$ cat src/hw/rtl/psfp_pkg.sv
package psfp_pkg;

    // Frame marker bytes
    localparam logic [7:0] BYTE_HEADER  = 8'hAA;
    localparam logic [7:0] BYTE_COMMAND = 8'hC0;
    localparam logic [7:0] BYTE_TAIL    = 8'hAB;

    // Six payload bytes followed by the checksum byte
    localparam int CAPTURE_COUNT = 7;
    localparam int CAPTURE_IDX_W = $clog2(CAPTURE_COUNT);

    typedef struct packed {
        logic        checksum_ok;
        logic [15:0] fine_particles_tenths;
        logic [15:0] coarse_particles_tenths;
    } result_t;

endpackage

$ cat src/hw/rtl/psfp_frame_tracker.sv
module psfp_frame_tracker (
    input  logic                 clk,
    input  logic                 rst_n,
    input  logic                 byte_take,
    input  logic [7:0]           rx_byte,
    output logic                 result_push,
    output psfp_pkg::result_t    result
);

    typedef enum logic [1:0] {
        ST_IDLE,
        ST_COMMAND,
        ST_CAPTURE,
        ST_TAIL
    } state_t;

    localparam logic [psfp_pkg::CAPTURE_IDX_W-1:0] CAP_LAST =
        psfp_pkg::CAPTURE_IDX_W'(psfp_pkg::CAPTURE_COUNT - 1);

    state_t                            state_reg, state_next;
    logic [psfp_pkg::CAPTURE_IDX_W-1:0] cap_idx_reg, cap_idx_next;
    logic [7:0]                        captured_reg [psfp_pkg::CAPTURE_COUNT];
    logic [7:0]                        payload_sum;

    always_comb
    begin
        state_next   = state_reg;
        cap_idx_next = cap_idx_reg;
        if (byte_take)
        begin
            unique case (state_reg)
                ST_IDLE:
                begin
                    state_next = (rx_byte == psfp_pkg::BYTE_HEADER) ? ST_COMMAND : ST_IDLE;
                end
                ST_COMMAND:
                begin
                    cap_idx_next = '0;
                    state_next = (rx_byte == psfp_pkg::BYTE_COMMAND) ? ST_CAPTURE : ST_IDLE;
                end
                ST_CAPTURE:
                begin
                    cap_idx_next = cap_idx_reg + 1'b1;
                    if (cap_idx_reg == CAP_LAST)
                    begin
                        state_next = ST_TAIL;
                    end
                end
                ST_TAIL:
                begin
                    state_next = ST_IDLE;
                end
                default:
                begin
                    state_next = ST_IDLE;
                end
            endcase
        end
    end

    always_ff @(posedge clk or negedge rst_n)
    begin
        if (!rst_n)
        begin
            state_reg   <= ST_IDLE;
            cap_idx_reg <= '0;
        end
        else
        begin
            state_reg   <= state_next;
            cap_idx_reg <= cap_idx_next;
        end
    end

    // Capture storage: payload only, no reset
    always_ff @(posedge clk)
    begin
        if (byte_take && state_reg == ST_CAPTURE)
        begin
            captured_reg[cap_idx_reg] <= rx_byte;
        end
    end

    assign payload_sum = captured_reg[0] + captured_reg[1] + captured_reg[2]
                       + captured_reg[3] + captured_reg[4] + captured_reg[5];

    assign result_push = byte_take && state_reg == ST_TAIL
                         && rx_byte == psfp_pkg::BYTE_TAIL;

    assign result.checksum_ok             = (payload_sum == captured_reg[6]);
    assign result.fine_particles_tenths   = {captured_reg[1], captured_reg[0]};
    assign result.coarse_particles_tenths = {captured_reg[3], captured_reg[2]};

`ifndef SYNTHESIS
    // A frame result follows the command byte by exactly eight words
    a_push_after_capture: assert property (@(posedge clk) disable iff (!rst_n)
        result_push |-> $past(state_reg) == ST_CAPTURE || $past(state_reg) == ST_TAIL)
        else $error("result pushed without a full capture");
    a_capture_idx_range: assert property (@(posedge clk) disable iff (!rst_n)
        state_reg == ST_CAPTURE |-> cap_idx_reg <= CAP_LAST)
        else $error("capture index out of range");
    a_tail_after_last: assert property (@(posedge clk) disable iff (!rst_n)
        (byte_take && state_reg == ST_CAPTURE && cap_idx_reg == CAP_LAST)
        |=> state_reg == ST_TAIL)
        else $error("tail state not reached after last capture");
`endif

endmodule

$ cat src/hw/rtl/psfp_result_buffer.sv
module psfp_result_buffer (
    input  logic                 clk,
    input  logic                 rst_n,
    input  logic                 push,
    input  psfp_pkg::result_t    push_data,
    output logic                 space,
    output logic                 out_valid,
    input  logic                 out_ready,
    output psfp_pkg::result_t    out_data
);

    logic              out_valid_reg, skid_valid_reg;
    psfp_pkg::result_t out_reg, skid_reg;
    logic              pop;

    assign pop   = out_valid_reg && out_ready;
    assign space = !skid_valid_reg;

    always_ff @(posedge clk or negedge rst_n)
    begin
        if (!rst_n)
        begin
            out_valid_reg  <= 1'b0;
            skid_valid_reg <= 1'b0;
        end
        else
        begin
            priority if (!out_valid_reg)
            begin
                out_valid_reg <= push;
            end
            else if (pop)
            begin
                out_valid_reg  <= skid_valid_reg || push;
                skid_valid_reg <= skid_valid_reg && push;
            end
            else
            begin
                // Stalled output: park a new word in the skid register
                skid_valid_reg <= skid_valid_reg || push;
            end
        end
    end

    // Payload: no reset
    always_ff @(posedge clk)
    begin
        priority if (!out_valid_reg)
        begin
            out_reg <= push_data;
        end
        else if (pop)
        begin
            out_reg  <= skid_valid_reg ? skid_reg : push_data;
            skid_reg <= push_data;
        end
        else
        begin
            if (push)
            begin
                skid_reg <= push_data;
            end
        end
    end

    assign out_valid = out_valid_reg;
    assign out_data  = out_reg;

`ifndef SYNTHESIS
    a_skid_implies_out: assert property (@(posedge clk) disable iff (!rst_n)
        skid_valid_reg |-> out_valid_reg)
        else $error("skid word held with empty output register");
    a_no_push_when_full: assert property (@(posedge clk) disable iff (!rst_n)
        push |-> !skid_valid_reg)
        else $error("push into full result buffer");
    a_stall_holds_word: assert property (@(posedge clk) disable iff (!rst_n)
        (out_valid_reg && !out_ready) |=> out_valid_reg && $stable(out_reg))
        else $error("stalled result changed");
`endif

endmodule

$ cat src/hw/rtl/particulate_sensor_frame_parser.sv
// Particulate sensor frame parser. Takes one received serial byte per input
// word and follows the ten-byte sensor frame: header 0xAA, command 0xC0, six
// payload bytes, a checksum byte and tail 0xAB. Bytes other than the header
// are dropped while hunting; a wrong command byte or a missing tail returns
// the parser to hunting with no result. On a good tail one result word is
// issued: checksum_ok is set when the modulo-256 sum of the six payload bytes
// equals the checksum byte (a result is issued on a mismatch too), and the
// PM2.5 and PM10 readings are the little-endian payload words 0-1 and 2-3,
// in tenths of a microgram per cubic metre. Rate: one byte per clock cycle
// while in_ready is high; the result word is registered into the output
// register, or into the skid register while the output is stalled. A
// two-word result buffer (output register plus skid register) keeps the
// input open while a result waits; in_ready drops only when both hold words.
module particulate_sensor_frame_parser (
    input  logic        clk,
    input  logic        rst_n,
    input  logic        in_valid,
    output logic        in_ready,
    input  logic [7:0]  rx_byte,
    output logic        out_valid,
    input  logic        out_ready,
    output logic        checksum_ok,
    output logic [15:0] fine_particles_tenths,
    output logic [15:0] coarse_particles_tenths
);

    logic              byte_take;
    logic              result_push;
    logic              buf_space;
    psfp_pkg::result_t frame_result;
    psfp_pkg::result_t out_data;

    // Accept a byte whenever the result buffer can take a word
    assign in_ready  = buf_space;
    assign byte_take = in_valid && in_ready;

    // Frame state machine, capture registers and checksum compare
    psfp_frame_tracker u_tracker (
        .clk         (clk),
        .rst_n       (rst_n),
        .byte_take   (byte_take),
        .rx_byte     (rx_byte),
        .result_push (result_push),
        .result      (frame_result)
    );

    // Output register with skid stage: hold results while the sink stalls
    psfp_result_buffer u_result_buffer (
        .clk       (clk),
        .rst_n     (rst_n),
        .push      (result_push),
        .push_data (frame_result),
        .space     (buf_space),
        .out_valid (out_valid),
        .out_ready (out_ready),
        .out_data  (out_data)
    );

    assign checksum_ok             = out_data.checksum_ok;
    assign fine_particles_tenths   = out_data.fine_particles_tenths;
    assign coarse_particles_tenths = out_data.coarse_particles_tenths;

endmodule

$ cat config.mk
export PLATFORM = sky130hd
export DESIGN_NAME = particulate_sensor_frame_parser
export DESIGN_NICKNAME = d
export VERILOG_FILES = /design/src/hw/rtl/psfp_pkg.sv /design/src/hw/rtl/psfp_frame_tracker.sv /design/src/hw/rtl/psfp_result_buffer.sv /design/src/hw/rtl/particulate_sensor_frame_parser.sv
export SDC_FILE = /design/constraint.sdc
export NUM_CORES = 1
export LEC_CHECK = 0
export ABC_AREA = 1
export BUFFER_PORTS_ARGS = -buffer_cell sky130_fd_sc_hd__buf_2
export CORE_MARGIN = 2
export CORE_UTILIZATION = 35
export CTS_CLUSTER_SIZE = 8
export DETAILED_ROUTE_END_ITERATION = 10
export GPL_ROUTABILITY_DRIVEN = 0
export GPL_TIMING_DRIVEN = 0
export SLEW_MARGIN = 20
export SYNTH_ARGS = -nofsm -noshare
export SYNTH_HDL_FRONTEND = slang
export SYNTH_HIERARCHICAL = 1
export SYNTH_SLANG_ARGS = --single-unit
$ cat constraint.sdc
create_clock -name clk -period 10.3 [get_ports clk]
set_input_delay 0.515 -clock clk [delete_from_list [all_inputs] [get_ports clk]]
set_output_delay 0.515 -clock clk [all_outputs]
set_load 0.01 [all_outputs]
; ---- Word level (Yosys, flattened, before mapping)
; Memories as Yosys holds them, arrays and structs flattened.
; Cells that the tools add are included.
[word_totals]
word_cells = 56
romBits = 0
out_inout_bits = 35
ramBits = 56
n_memories = 1
regBits = 73
inputBits = 12
latch_bits = 0
[classes]
n_shift = 0
bitwise_logic = 0
muxes = 15
multipliers = 0
n_eq_ne = 10
order_cmp = 0
reduce_logical = 14
addsub = 6
n_div = 0
[mem_list]
columns = name, depth, width, rd, rd_ports_with_merged_regs, write_ports, line_no
row1 = u_tracker.captured_reg, 7, 8, 7, 0, 1, psfp_frame_tracker.sv:22  ; logic [7:0] captured_reg [psfp_pkg::CAPTURE_COUNT];
[op_table]
columns = operator, count
row1 = $mux 33, 5
row2 = $add 8x8->8, 5
row3 = $eq 8x8->1 const B, 3
row4 = $eq 8x8->1, 1
row5 = $pmux 2 s4, 1
row6 = $logic_and 1x1->1, 6
row7 = $mux 1, 6
row8 = $pmux 3 s2, 1
row9 = $reduce_and 2->1, 3
row10 = $eq 2x2->1 const B, 2
row11 = $mux 2, 2
row12 = $reduce_bool 2->1, 2
row13 = $add 3x1->3 const B, 1
row14 = $eq 3x3->1 const B, 1
row15 = $eq 2x1->1 const B, 1
row16 = $logic_not 2->1, 1
row17 = $ne 2x1->1 const B, 1
row18 = $ne 2x2->1 const B, 1
row19 = $logic_not 1->1, 1
row20 = $logic_or 1x1->1, 1

; ---- Logic depth before layout (Yosys ltp)
; Gate-level depths: netlist of run 1.
; An unclocked memory read counts as a cell.
[logic_depth]
ltp_word = 10
mapped_depth = 21
ltp_nobuf = 21

; ---- By module
; Netlist of run 1, hierarchy kept.
[modules_own_cells]
columns = module, seq_area_each_um2, cells_each, area_each_um2, n_inst
row1 = psfp_frame_tracker, 1806.7, 279, 3269.4, 1
row2 = psfp_result_buffer, 2031.9, 192, 2633.8, 1
row3 = particulate_sensor_frame_parser, 0.0, 2, 7.5, 1

; ---- Least setup slack after synthesis of run 1
; No wires, ideal clock.
[synth_timing]
path_kind = register -> register
start = memory u_tracker.captured_reg[3][2]
end = register u_result_buffer.out_reg, in the netlist u_result_buffer/out_data[32] (data pin)
setup_ns = 0.252
slack_ns = 6.662
required_time_ns = 10.048
synth_period_minus_slack_ns = 3.638
path_buffers = 0
path_stages_with_launch = 17
arrival_ns = 3.386
cell_sequence = edfxtp_1 -> fa_1 -> inv_1 -> fa_1 -> fa_1 -> inv_1 -> ha_1 -> fa_1 -> nand3_1 -> nand2_1 -> or2_2 -> nand4_1 -> nor2_1 -> nand2_1 -> nor2_1 -> nand2_1 -> nand2_1
[synth_lines]
columns = element, line_no
row1 = from (decl), psfp_frame_tracker.sv:22
row2 = to (signal assigned), psfp_result_buffer.sv:50  ; out_reg <= push_data;
row3 = to (signal assigned), psfp_result_buffer.sv:54  ; out_reg <= skid_valid_reg ? skid_reg : push_data;
row4 = to (decl), psfp_result_buffer.sv:13  ; psfp_pkg::result_t out_reg, skid_reg;

==> metrics.yaml, run 1 <==
outcome: "finished, final reports clean"
period_needed_ps: 4030
cp-end-kind: "flip-flop"
fmax_ghz: 0.248
wl_per_cell_um: 15.4
die_h_um: 134
fin_tns_setup_ps: 0
post-cts-setup-buffers: 0
maxCapViolCount: 0
synth_async_sr_flop_share: 0.0543
dpl_cell_area_um2: 6460
die_area_um2: 17900
synth_cells: 473
cp.arrival_ps: 4330
dr_total_vias: 3562
leakagePower_nw: 2.95
initial_core_util: 0.358
grt_pass1_vias: 3605
clock_latency_ps: 420
synth_top_area_frac: 0.620
grt_overflow: 0
holdCritPathClass: "input port to flip-flop"
root_buffer: "clkbuf_16"
drt-initial-drc-count: 238
place_hpwl_mm: 8.67
cts_tree: "built"
fp.dieW_um: 134
cts.sinks: 129
ff_latch_area_um2: 3840
portBuffers: 46
clk_pin_slew_ps: 50
timing.critical_path.mode_cell: "nand2_1"
synth_top_area_cell: "edfxtp_1"
yosys-top-cells-count: "122 x edfxtp_1, 122 x nand2_1, 71 x inv_1"
yosys-top-cells-area: "edfxtp_1 62%, fa_1 9.1%, nand2_1 7.7%"
n_fill_cell: 1495
grt_max_degree: 35
largest_reg_flops: 56
vias_per_cell: 4.63
start_kind: "flip-flop"
path_cells: "fa_1 > inv_1 > fa_1 > fa_1 > inv_1 > ha_1 > fa_1 > inv_1 > nand2_1 > nand2_1 > nor2_1 > nand2_1 > nor2_1 > nand4_1 > nor2_1 > nand2_1 > nor2_1 > nand2_1 > nand2_1"
io_pins: 47
cp_data_required_time_ps: 10590
cts_buffers: 17
fin_crit_sh: 0.391
globalRouteTotalUtil: 0.145
drc: 0
fin_skew_ps: 7.12
critPathBufInv: 3
ys_ff_latch: 129
drt_pass1_iterations: 4
cp_top_family: "adder cells"
ys_warn_count: 6
critical_path.max_fanout: 3
worst_ir_drop_vdd_uv: 125
postRouteAntennaNets: 0
syn-num-nets: 524
core_area_um2: 16500
synth.distinct_cells: 24
diodes: 0
critPathKind: "flip-flop to flip-flop"
wl_met3_um: 614
cts_htree_levels: 4
rows: 47
grt_pass1_wl_mm: 19.0
highest_layer: "met4"
slew_viol_final: 0
finalSetupViolCount: 0
routedLengthMet1_mm: 5.07
rsz0062_at_grt: "no"
wl_met2_mm: 5.95
worst_slew_pin_slew_ps: 902
max_stage_delay_ps: 560
synth_edf_count: 122
synth_area_um2: 5910
antenna_found_initial: 0
p_per_area_nw_per_um2: 198
area_delta_synth_final_pct: 19.3
finalHoldViolations: 0
fin_area_um2: 7050
multi_input_area_um2: 1720
ctsResizeCount: 0
worst_path_max_delay_cell: "fa_1"
clk_path_buf_depth: 2
fin_nets: 591
ys_seq_area_frac: 0.649
finalWirelength_mm: 11.8
timing.slew.headroom: 0.397
syn-mean-instance-area_um2: 12.5
yosys_most_used_dff: "edfxtp_1"
drive_gt1_frac: 0.166
-- final timing paths --
check	start	endpoint	slack [ps]	cells past startpoint
min in group asynchronous	rst_n	u_tracker/cap_idx_reg[1]$_DFFE_PN0P_	460	2
worst max register to register	u_tracker/captured_reg[3][2]$_DFFE_PP_	u_result_buffer/out_data[32]$_DFFE_PP_	6270	19
worst min register to register	u_tracker/captured_reg[3][0]$_DFFE_PP_	u_result_buffer/skid_reg[8]$_DFFE_PP_	490	0
max in group asynchronous	rst_n	u_result_buffer/skid_valid_reg$_DFFE_PN0P_	9680	2
worst max-delay path	u_tracker/captured_reg[3][2]$_DFFE_PP_	u_result_buffer/out_data[32]$_DFFE_PP_	6270	19
worst min-delay path	out_ready	u_result_buffer/skid_valid_reg$_DFFE_PN0P_	370	4
-- metal layers --
metal  up-vias  GRT usage
li1       1698          -
met1      1760      0.176
met2        83      0.237
met3        21     0.0529
met4         0     0.0550
met5         -          0
-- placed cells by master (no fill, tap or decap), drive strengths merged, types with 6 or more instances in the layout --
cell    instances
inv            71
clkbuf         20
a21oi           6
ha             12
edfxtp        122
nand2         128
buf            58
nor2           17
nand3          45
fa             27
dfrtp           7
-- stage by stage --
step	setup slack (ps)	instances	hold slack, ps	utilization	power (W)
6_report	6270	769	370	0.427	0.00140
3_5_place_dp	6280	740	360	0.391	0.000810
5_1_grt	5950	769	373	0.427	0.00146
2_1_floorplan	6660	473	219	-	0.000755
4_1_cts	6270	769	343	0.427	0.00142
3_3_place_gp	5890	739	356	0.388	0.000796
-- cell type report --
cell class / instances / share of cell area
flip-flops and latches: 129 / 0.545
multi-input cells: 262 / 0.244
clock buffers: 20 / 0.0619
well taps: 220 / 0.0390
repair buffers: 48 / 0.0380
inverters: 71 / 0.0378
clock inverters: 8 / 0.0199
plain buffers: 11 / 0.0149
-- worst register-to-register path: stages (launching register included) --
cell and delay, ps:
edfxtp_1 460, fa_1 560, inv_1 60, fa_1 500, fa_1 550, inv_1 40, ha_1 250, fa_1 520
inv_1 40, nand2_1 50, nand2_1 40, nor2_1 80, nand2_1 80, nor2_1 90, nand4_1 110, nor2_1 110
nand2_1 60, nor2_1 160, nand2_1 80, nand2_1 50
-- repair_timing --
action                                  CTS  global route
hold endpoints to repair                  7             0
endpoints found under the setup margin    0             0
hold buffers                              1             0
-- power breakdown --
group / internal (W) / total (W) / switching [W] / leakage [nW]
logic: 0.0000709 / 0.000190 / 0.000119 / 1.43
clock network: 0.000396 / 0.000598 / 0.000202 / 0.277
registers: 0.000595 / 0.000611 / 0.0000158 / 1.25
-- cell families after synthesis --
family / Yosys count / synth area share
XOR/XNOR: 6 / 0.00889
flip-flops: 129 / 0.649
buffers and inverters: 82 / 0.0629
adder cells (fa/ha/maj): 39 / 0.117
AND/OR/NAND/NOR: 205 / 0.151
AO/OA/AOI/OAI: 12 / 0.0112
No activity file was read; power rests on OpenSTA's default activity.
==> inputs of run 2 (changes only) <==
Clock period 10.3 ns to 3.5 ns, I/O delays scaled along.
==> metrics.yaml, run 2 (synthesis gave the netlist of run 1 again) <==
grt_max_degree: 35
dp.cells: 740
vias_per_cell: 4.53
whs_ps: 85.9
io_pins: 47
critPathKind: "flip-flop to flip-flop"
cts_tree: "built"
place_hpwl_mm: 8.60
postRouteAntennaNets: 0
worstHoldStart: "rx_byte[3]"
cp.arrival_ps: 4100
timing.slew.headroom: 0.246
cp_data_required_time_ps: 3790
fmax_ghz: 0.262
dr_total_vias: 3541
drt-initial-drc-count: 240
drive_gt1_frac: 0.198
pwr-share-clk: 0.435
rsz0062_at_grt: "yes"
grt_pass1_wl_mm: 18.6
worst_ir_drop_vdd_uv: 347
clk_path_buf_depth: 2
grt_overflow: 0
crit_start: "u_tracker/captured_reg[1][2]$_DFFE_PP_"
root_buffer: "clkbuf_16"
cts_buffers: 17
finalHoldViolations: 0
cts_htree_levels: 4
fp.dieW_um: 134
final_common_cell: "edfxtp_1"
fin_ws_ps: -316
critical_path.max_fanout: 2
instances_no_fill: 781
drc: 0
cp-end-kind: "flip-flop"
r2r_start: "u_tracker/captured_reg[1][2]$_DFFE_PP_"
core_area_um2: 16500
worstSetupPathDepth: 19
die_area_um2: 17900
final_cell_mix: "122 x edfxtp_1, 120 x nand2_1, 68 x inv_1"
rows: 47
outcome: "finished with violations"
regToRegEndpoint: "u_result_buffer/out_data[32]$_DFFE_PP_"
cp_top_family: "adder cells"
p_int_w: 0.00316
swShare: 0.248
cts.sinks: 129
die_h_um: 134
grt_pass1_vias: 3590
initial_core_util: 0.358
n_fill_cell: 1489
p_seq_frac: 0.427
switching_power_w: 0.00104
period_needed_ps: 3820
fin_skew_ps: 7.25
power_w: 0.00420
maxCapViolCount: 0
finish.utilization: 0.434
violations: "setup timing"
slew_viol_final: 0
worstRegToRegCells: 19
start_kind: "flip-flop"
worst_slew_pin_slew_ps: 1120
wl_per_cell_um: 14.8
diodes: 0
critPathBufInv: 3
finalWirelength_mm: 11.6
leakagePower_nw: 3.01
max_stage_delay_ps: 560
p_per_area_nw_per_um2: 586
path_cells: "fa_1 > inv_1 > fa_1 > fa_1 > inv_2 > ha_4 > fa_2 > inv_2 > nand2_1 > nand2_1 > nor2_1 > nand2_1 > nor2_1 > nand4_1 > nor2_2 > nand2_2 > nor2_4 > nand2_1 > nand2_1"
dp_slack_ps: -588
portBuffers: 46
rrSetupSlack_ps: -320
fin_nets: 599
clock_latency_ps: 420
antenna_found_initial: 0
largest_reg_flops: 56
timing.critical_path.mode_cell: "nand2_1"
drt_pass1_iterations: 5
finalSetupViolCount: 2
clk_pin_slew_ps: 60
cp-endpoint: "u_result_buffer/out_data[32]$_DFFE_PP_"
fin_crit_sh: 1.09
area_delta_synth_final_pct: 21.4
globalRouteTotalUtil: 0.139
holdCritPathClass: "input port to flip-flop"
combinationalPowerShare: 0.138
worst_path_max_delay_cell: "fa_1"
## run 2: cell types whose count changed in the layout (fill, tap and decap cells not counted), sizes merged
cell,delta
buf,+7
clkbuf,-2
clkinv,+5
dlygate4sd3,+1
inv,+1
## run 2: power by group through the flow
stage                     clock network (W)  registers [W]  logic, W
after global placement                    0        0.00182  0.000533
after floorplan                           0        0.00182  0.000401
after detailed placement                  0        0.00183  0.000554
after CTS                           0.00187        0.00180  0.000582
final                               0.00183        0.00179  0.000582
after global routing                0.00192        0.00180  0.000674
## run 2: metrics by stage
stage	setup TNS, ps	cell area [µm²]
after global placement	-31300	6420
after CTS	-612	7160
after detailed placement	-1090	6460
after global routing	-967	7180
final	-619	7180
after floorplan	-42.1	5920
## run 2: repair_timing
| action | CTS | global route |
|---|---|---|
| hold endpoints to repair | 8 | 0 |
| pin swaps | 2 | 2 |
| setup endpoints to repair | 2 | 2 |
| resized for setup | 7 | 1 |
| hold buffers | 2 | 0 |
| setup buffers | 5 | 2 |
## run 2: worst register-to-register path, delay by kind of cell, from the launching register on
kind                     cells  cell delay [ps]
adder cells (fa/ha/maj)      5             2250
AND/OR/NAND/NOR             11              890
flip-flops                   1              420
buffers and inverters        3              140
## run 2: worst min path at each step
stage,endpoint,cells past startpoint
6_report,u_tracker/captured_reg[6][3]$_DFFE_PP_,1
5_1_grt,u_tracker/captured_reg[6][3]$_DFFE_PP_,1
4_1_cts,u_tracker/captured_reg[6][3]$_DFFE_PP_,1
3_5_place_dp,u_tracker/state_reg[0]$_DFFE_PN0P_,1
3_3_place_gp,u_tracker/state_reg[0]$_DFFE_PN0P_,1
2_1_floorplan,u_result_buffer/out_valid$_DFF_PN0_,0
## run 2: layout make-up
class	count	area (µm²)	area share
Buffer	11	105	0.0146
Clock buffer	18	429	0.0598
Clock inverter	14	189	0.0263
Inverter	71	267	0.0371
Multi-Input combinational cell	262	1740	0.243
Sequential cell	129	3840	0.535
Tap cell	220	275	0.0384
Timing Repair Buffer	56	330	0.0460
## run 2: layer usage
layer  global-route usage  routed length, µm  up-vias
li1                     -                  -     1719
met5                    0                  0        -
met2                0.238               5880       85
met3               0.0385                554       18
met1                0.167               4960     1719
met4               0.0567                195        0
==> inputs of run 3 (changes only) <==
Settings changed: GPL_ROUTABILITY_DRIVEN 0 to unset, GPL_TIMING_DRIVEN 0 to unset.
Clock period 3.5 ns to 3.7 ns, I/O delays scaled along.
==> metrics.yaml, run 3 (synthesis gave the netlist of run 1 again) <==
grt_pass1_wl_mm: 18.5
violations: "setup timing"
whs_ps: 44.8
clk_pin_slew_ps: 60
portBuffers: 46
r2r_start: "u_tracker/captured_reg[5][2]$_DFFE_PP_"
cp-endpoint: "u_result_buffer/out_data[32]$_DFFE_PP_"
worstSetupPathDepth: 19
drive_gt1_frac: 0.181
fin_ws_ps: -92.4
cp.arrival_ps: 4070
pwr-share-clk: 0.393
p_per_area_nw_per_um2: 527
antenna_found_initial: 0
io_pins: 47
cp_top_family: "adder cells"
timing.slew.headroom: 0.261
cts_tree: "built"
p_seq_frac: 0.461
final_cell_mix: "122 x nand2_1, 122 x edfxtp_1, 69 x inv_1"
timing.critical_path.mode_cell: "nand2_1"
cp_data_required_time_ps: 3980
place_congestion: 0.787
largest_reg_flops: 56
grt_pass1_vias: 3566
area_delta_synth_final_pct: 18.4
clk_path_buf_depth: 2
fin_crit_sh: 1.02
leakagePower_nw: 2.93
maxCapViolCount: 0
wl_per_cell_um: 14.8
cts_buffers: 17
dr_total_vias: 3597
switching_power_w: 0.000917
holdCritPathClass: "input port to flip-flop"
fin_skew_ps: 8.73
cts_htree_levels: 4
dpl_cell_area_um2: 6420
rows: 47
swShare: 0.249
cp-end-kind: "flip-flop"
drt-initial-drc-count: 246
postRouteAntennaNets: 0
critical_path.max_fanout: 2
max_stage_delay_ps: 570
drt_pass1_iterations: 4
start_kind: "flip-flop"
p_int_w: 0.00277
initial_core_util: 0.358
core_area_um2: 16500
path_cells: "fa_1 > inv_2 > fa_1 > fa_1 > inv_2 > ha_4 > fa_1 > inv_1 > nand2_1 > nand2_1 > nor2_1 > nand2_1 > nor2_2 > nand4_1 > nor2_1 > nand2_1 > nor2_2 > nand2_1 > nand2_1"
finalSetupViolCount: 1
worst_slew_pin_slew_ps: 1100
grt_overflow: 0
finish.utilization: 0.424
crit_start: "u_tracker/captured_reg[5][2]$_DFFE_PP_"
vias_per_cell: 4.62
period_needed_ps: 3790
fp.dieW_um: 134
worstRegToRegCells: 19
globalRouteTotalUtil: 0.140
rrSetupSlack_ps: -90
die_area_um2: 17900
grt_max_degree: 38
diodes: 0
fin_nets: 597
regToRegEndpoint: "u_result_buffer/out_data[32]$_DFFE_PP_"
drc: 0
power_w: 0.00369
worst_ir_drop_vdd_uv: 377
finalWirelength_mm: 11.5
combinationalPowerShare: 0.147
cts.sinks: 129
critPathKind: "flip-flop to flip-flop"
worst_path_max_delay_cell: "fa_1"
place_hpwl_mm: 7.88
fmax_ghz: 0.264
outcome: "finished with violations"
clock_latency_ps: 410
root_buffer: "clkbuf_16"
die_h_um: 134
finalHoldViolations: 0
slew_viol_final: 0
n_fill_cell: 1523
rsz0062_at_grt: "yes"
fin_area_um2: 7000
critPathBufInv: 3
## run 3: cell types whose count changed in the layout (fill, tap and decap cells not counted), moves of 2 or more
cell       delta
buf_4         +6
buf_6         -6
clkbuf_1      +5
clkinv_4      -4
bufinv_16     -3
clkinv_2      +2
nand2_1       +2
nand2_2       -2
## run 3: worst min path at each step
stage                                                  to  cells past startpoint      start
2_1_floorplan         u_result_buffer/out_valid$_DFF_PN0_                      0      rst_n
3_3_place_gp   u_result_buffer/skid_valid_reg$_DFFE_PN0P_                      1      rst_n
3_5_place_dp          u_result_buffer/out_valid$_DFF_PN0_                      1      rst_n
4_1_cts        u_result_buffer/skid_valid_reg$_DFFE_PN0P_                      4  out_ready
5_1_grt        u_result_buffer/skid_valid_reg$_DFFE_PN0P_                      4  out_ready
6_report       u_result_buffer/skid_valid_reg$_DFFE_PN0P_                      4  out_ready
## run 3: power groups by stage
| stage | clock, W | sequential (W) | combinational (W) |
|---|---|---|---|
| 2_1_floorplan | 0 | 0.00172 | 0.000376 |
| 3_3_place_gp | 0 | 0.00172 | 0.000502 |
| 3_5_place_dp | 0 | 0.00173 | 0.000516 |
| 4_1_cts | 0.00149 | 0.00170 | 0.000524 |
| 5_1_grt | 0.00154 | 0.00170 | 0.000629 |
| 6_report | 0.00145 | 0.00170 | 0.000540 |
## run 3: routing by layer
| metal | part of all wire | vias to the layer above | global-route usage |
|---|---|---|---|
| li1 | - | 1719 | - |
| met1 | 0.45 | 1761 | 0.184 |
| met2 | 0.48 | 103 | 0.221 |
| met3 | 0.053 | 14 | 0.0397 |
| met4 | 0.013 | 0 | 0.0556 |
| met5 | 0 | - | 0 |
## run 3: final cells by class
class | count | area, µm² | area share
clock buffers | 23 | 448 | 0.0640
clock inverters | 8 | 65.1 | 0.00929
inverters | 71 | 267 | 0.0381
multi-input cells | 262 | 1730 | 0.247
flip-flops and latches | 129 | 3840 | 0.548
well taps | 220 | 275 | 0.0393
repair buffers | 65 | 375 | 0.0536
## run 3: stage by stage
stage	setup WS (ps)	cells	setup TNS, ps
final	-92.4	778	-92.4
after global routing	-388	778	-635
after CTS	-65.5	773	-65.5
after detailed placement	-136	741	-158
after global placement	-70.1	741	-70.1
after floorplan	62.1	473	0
## run 3: what timing repair did
action / in CTS / in global routing
pin swaps: 3 / 10
buffers inserted: 0 / 5
hold endpoints to repair: 7 / 0
gates resized for setup: 1 / 6
endpoints found under the setup margin: 2 / 2
hold buffers: 1 / 0
## run 3: worst min-delay path, delay by kind of cell
kind          cells  cell delay, ps
simple gates      3             130
buf+inv           1             100
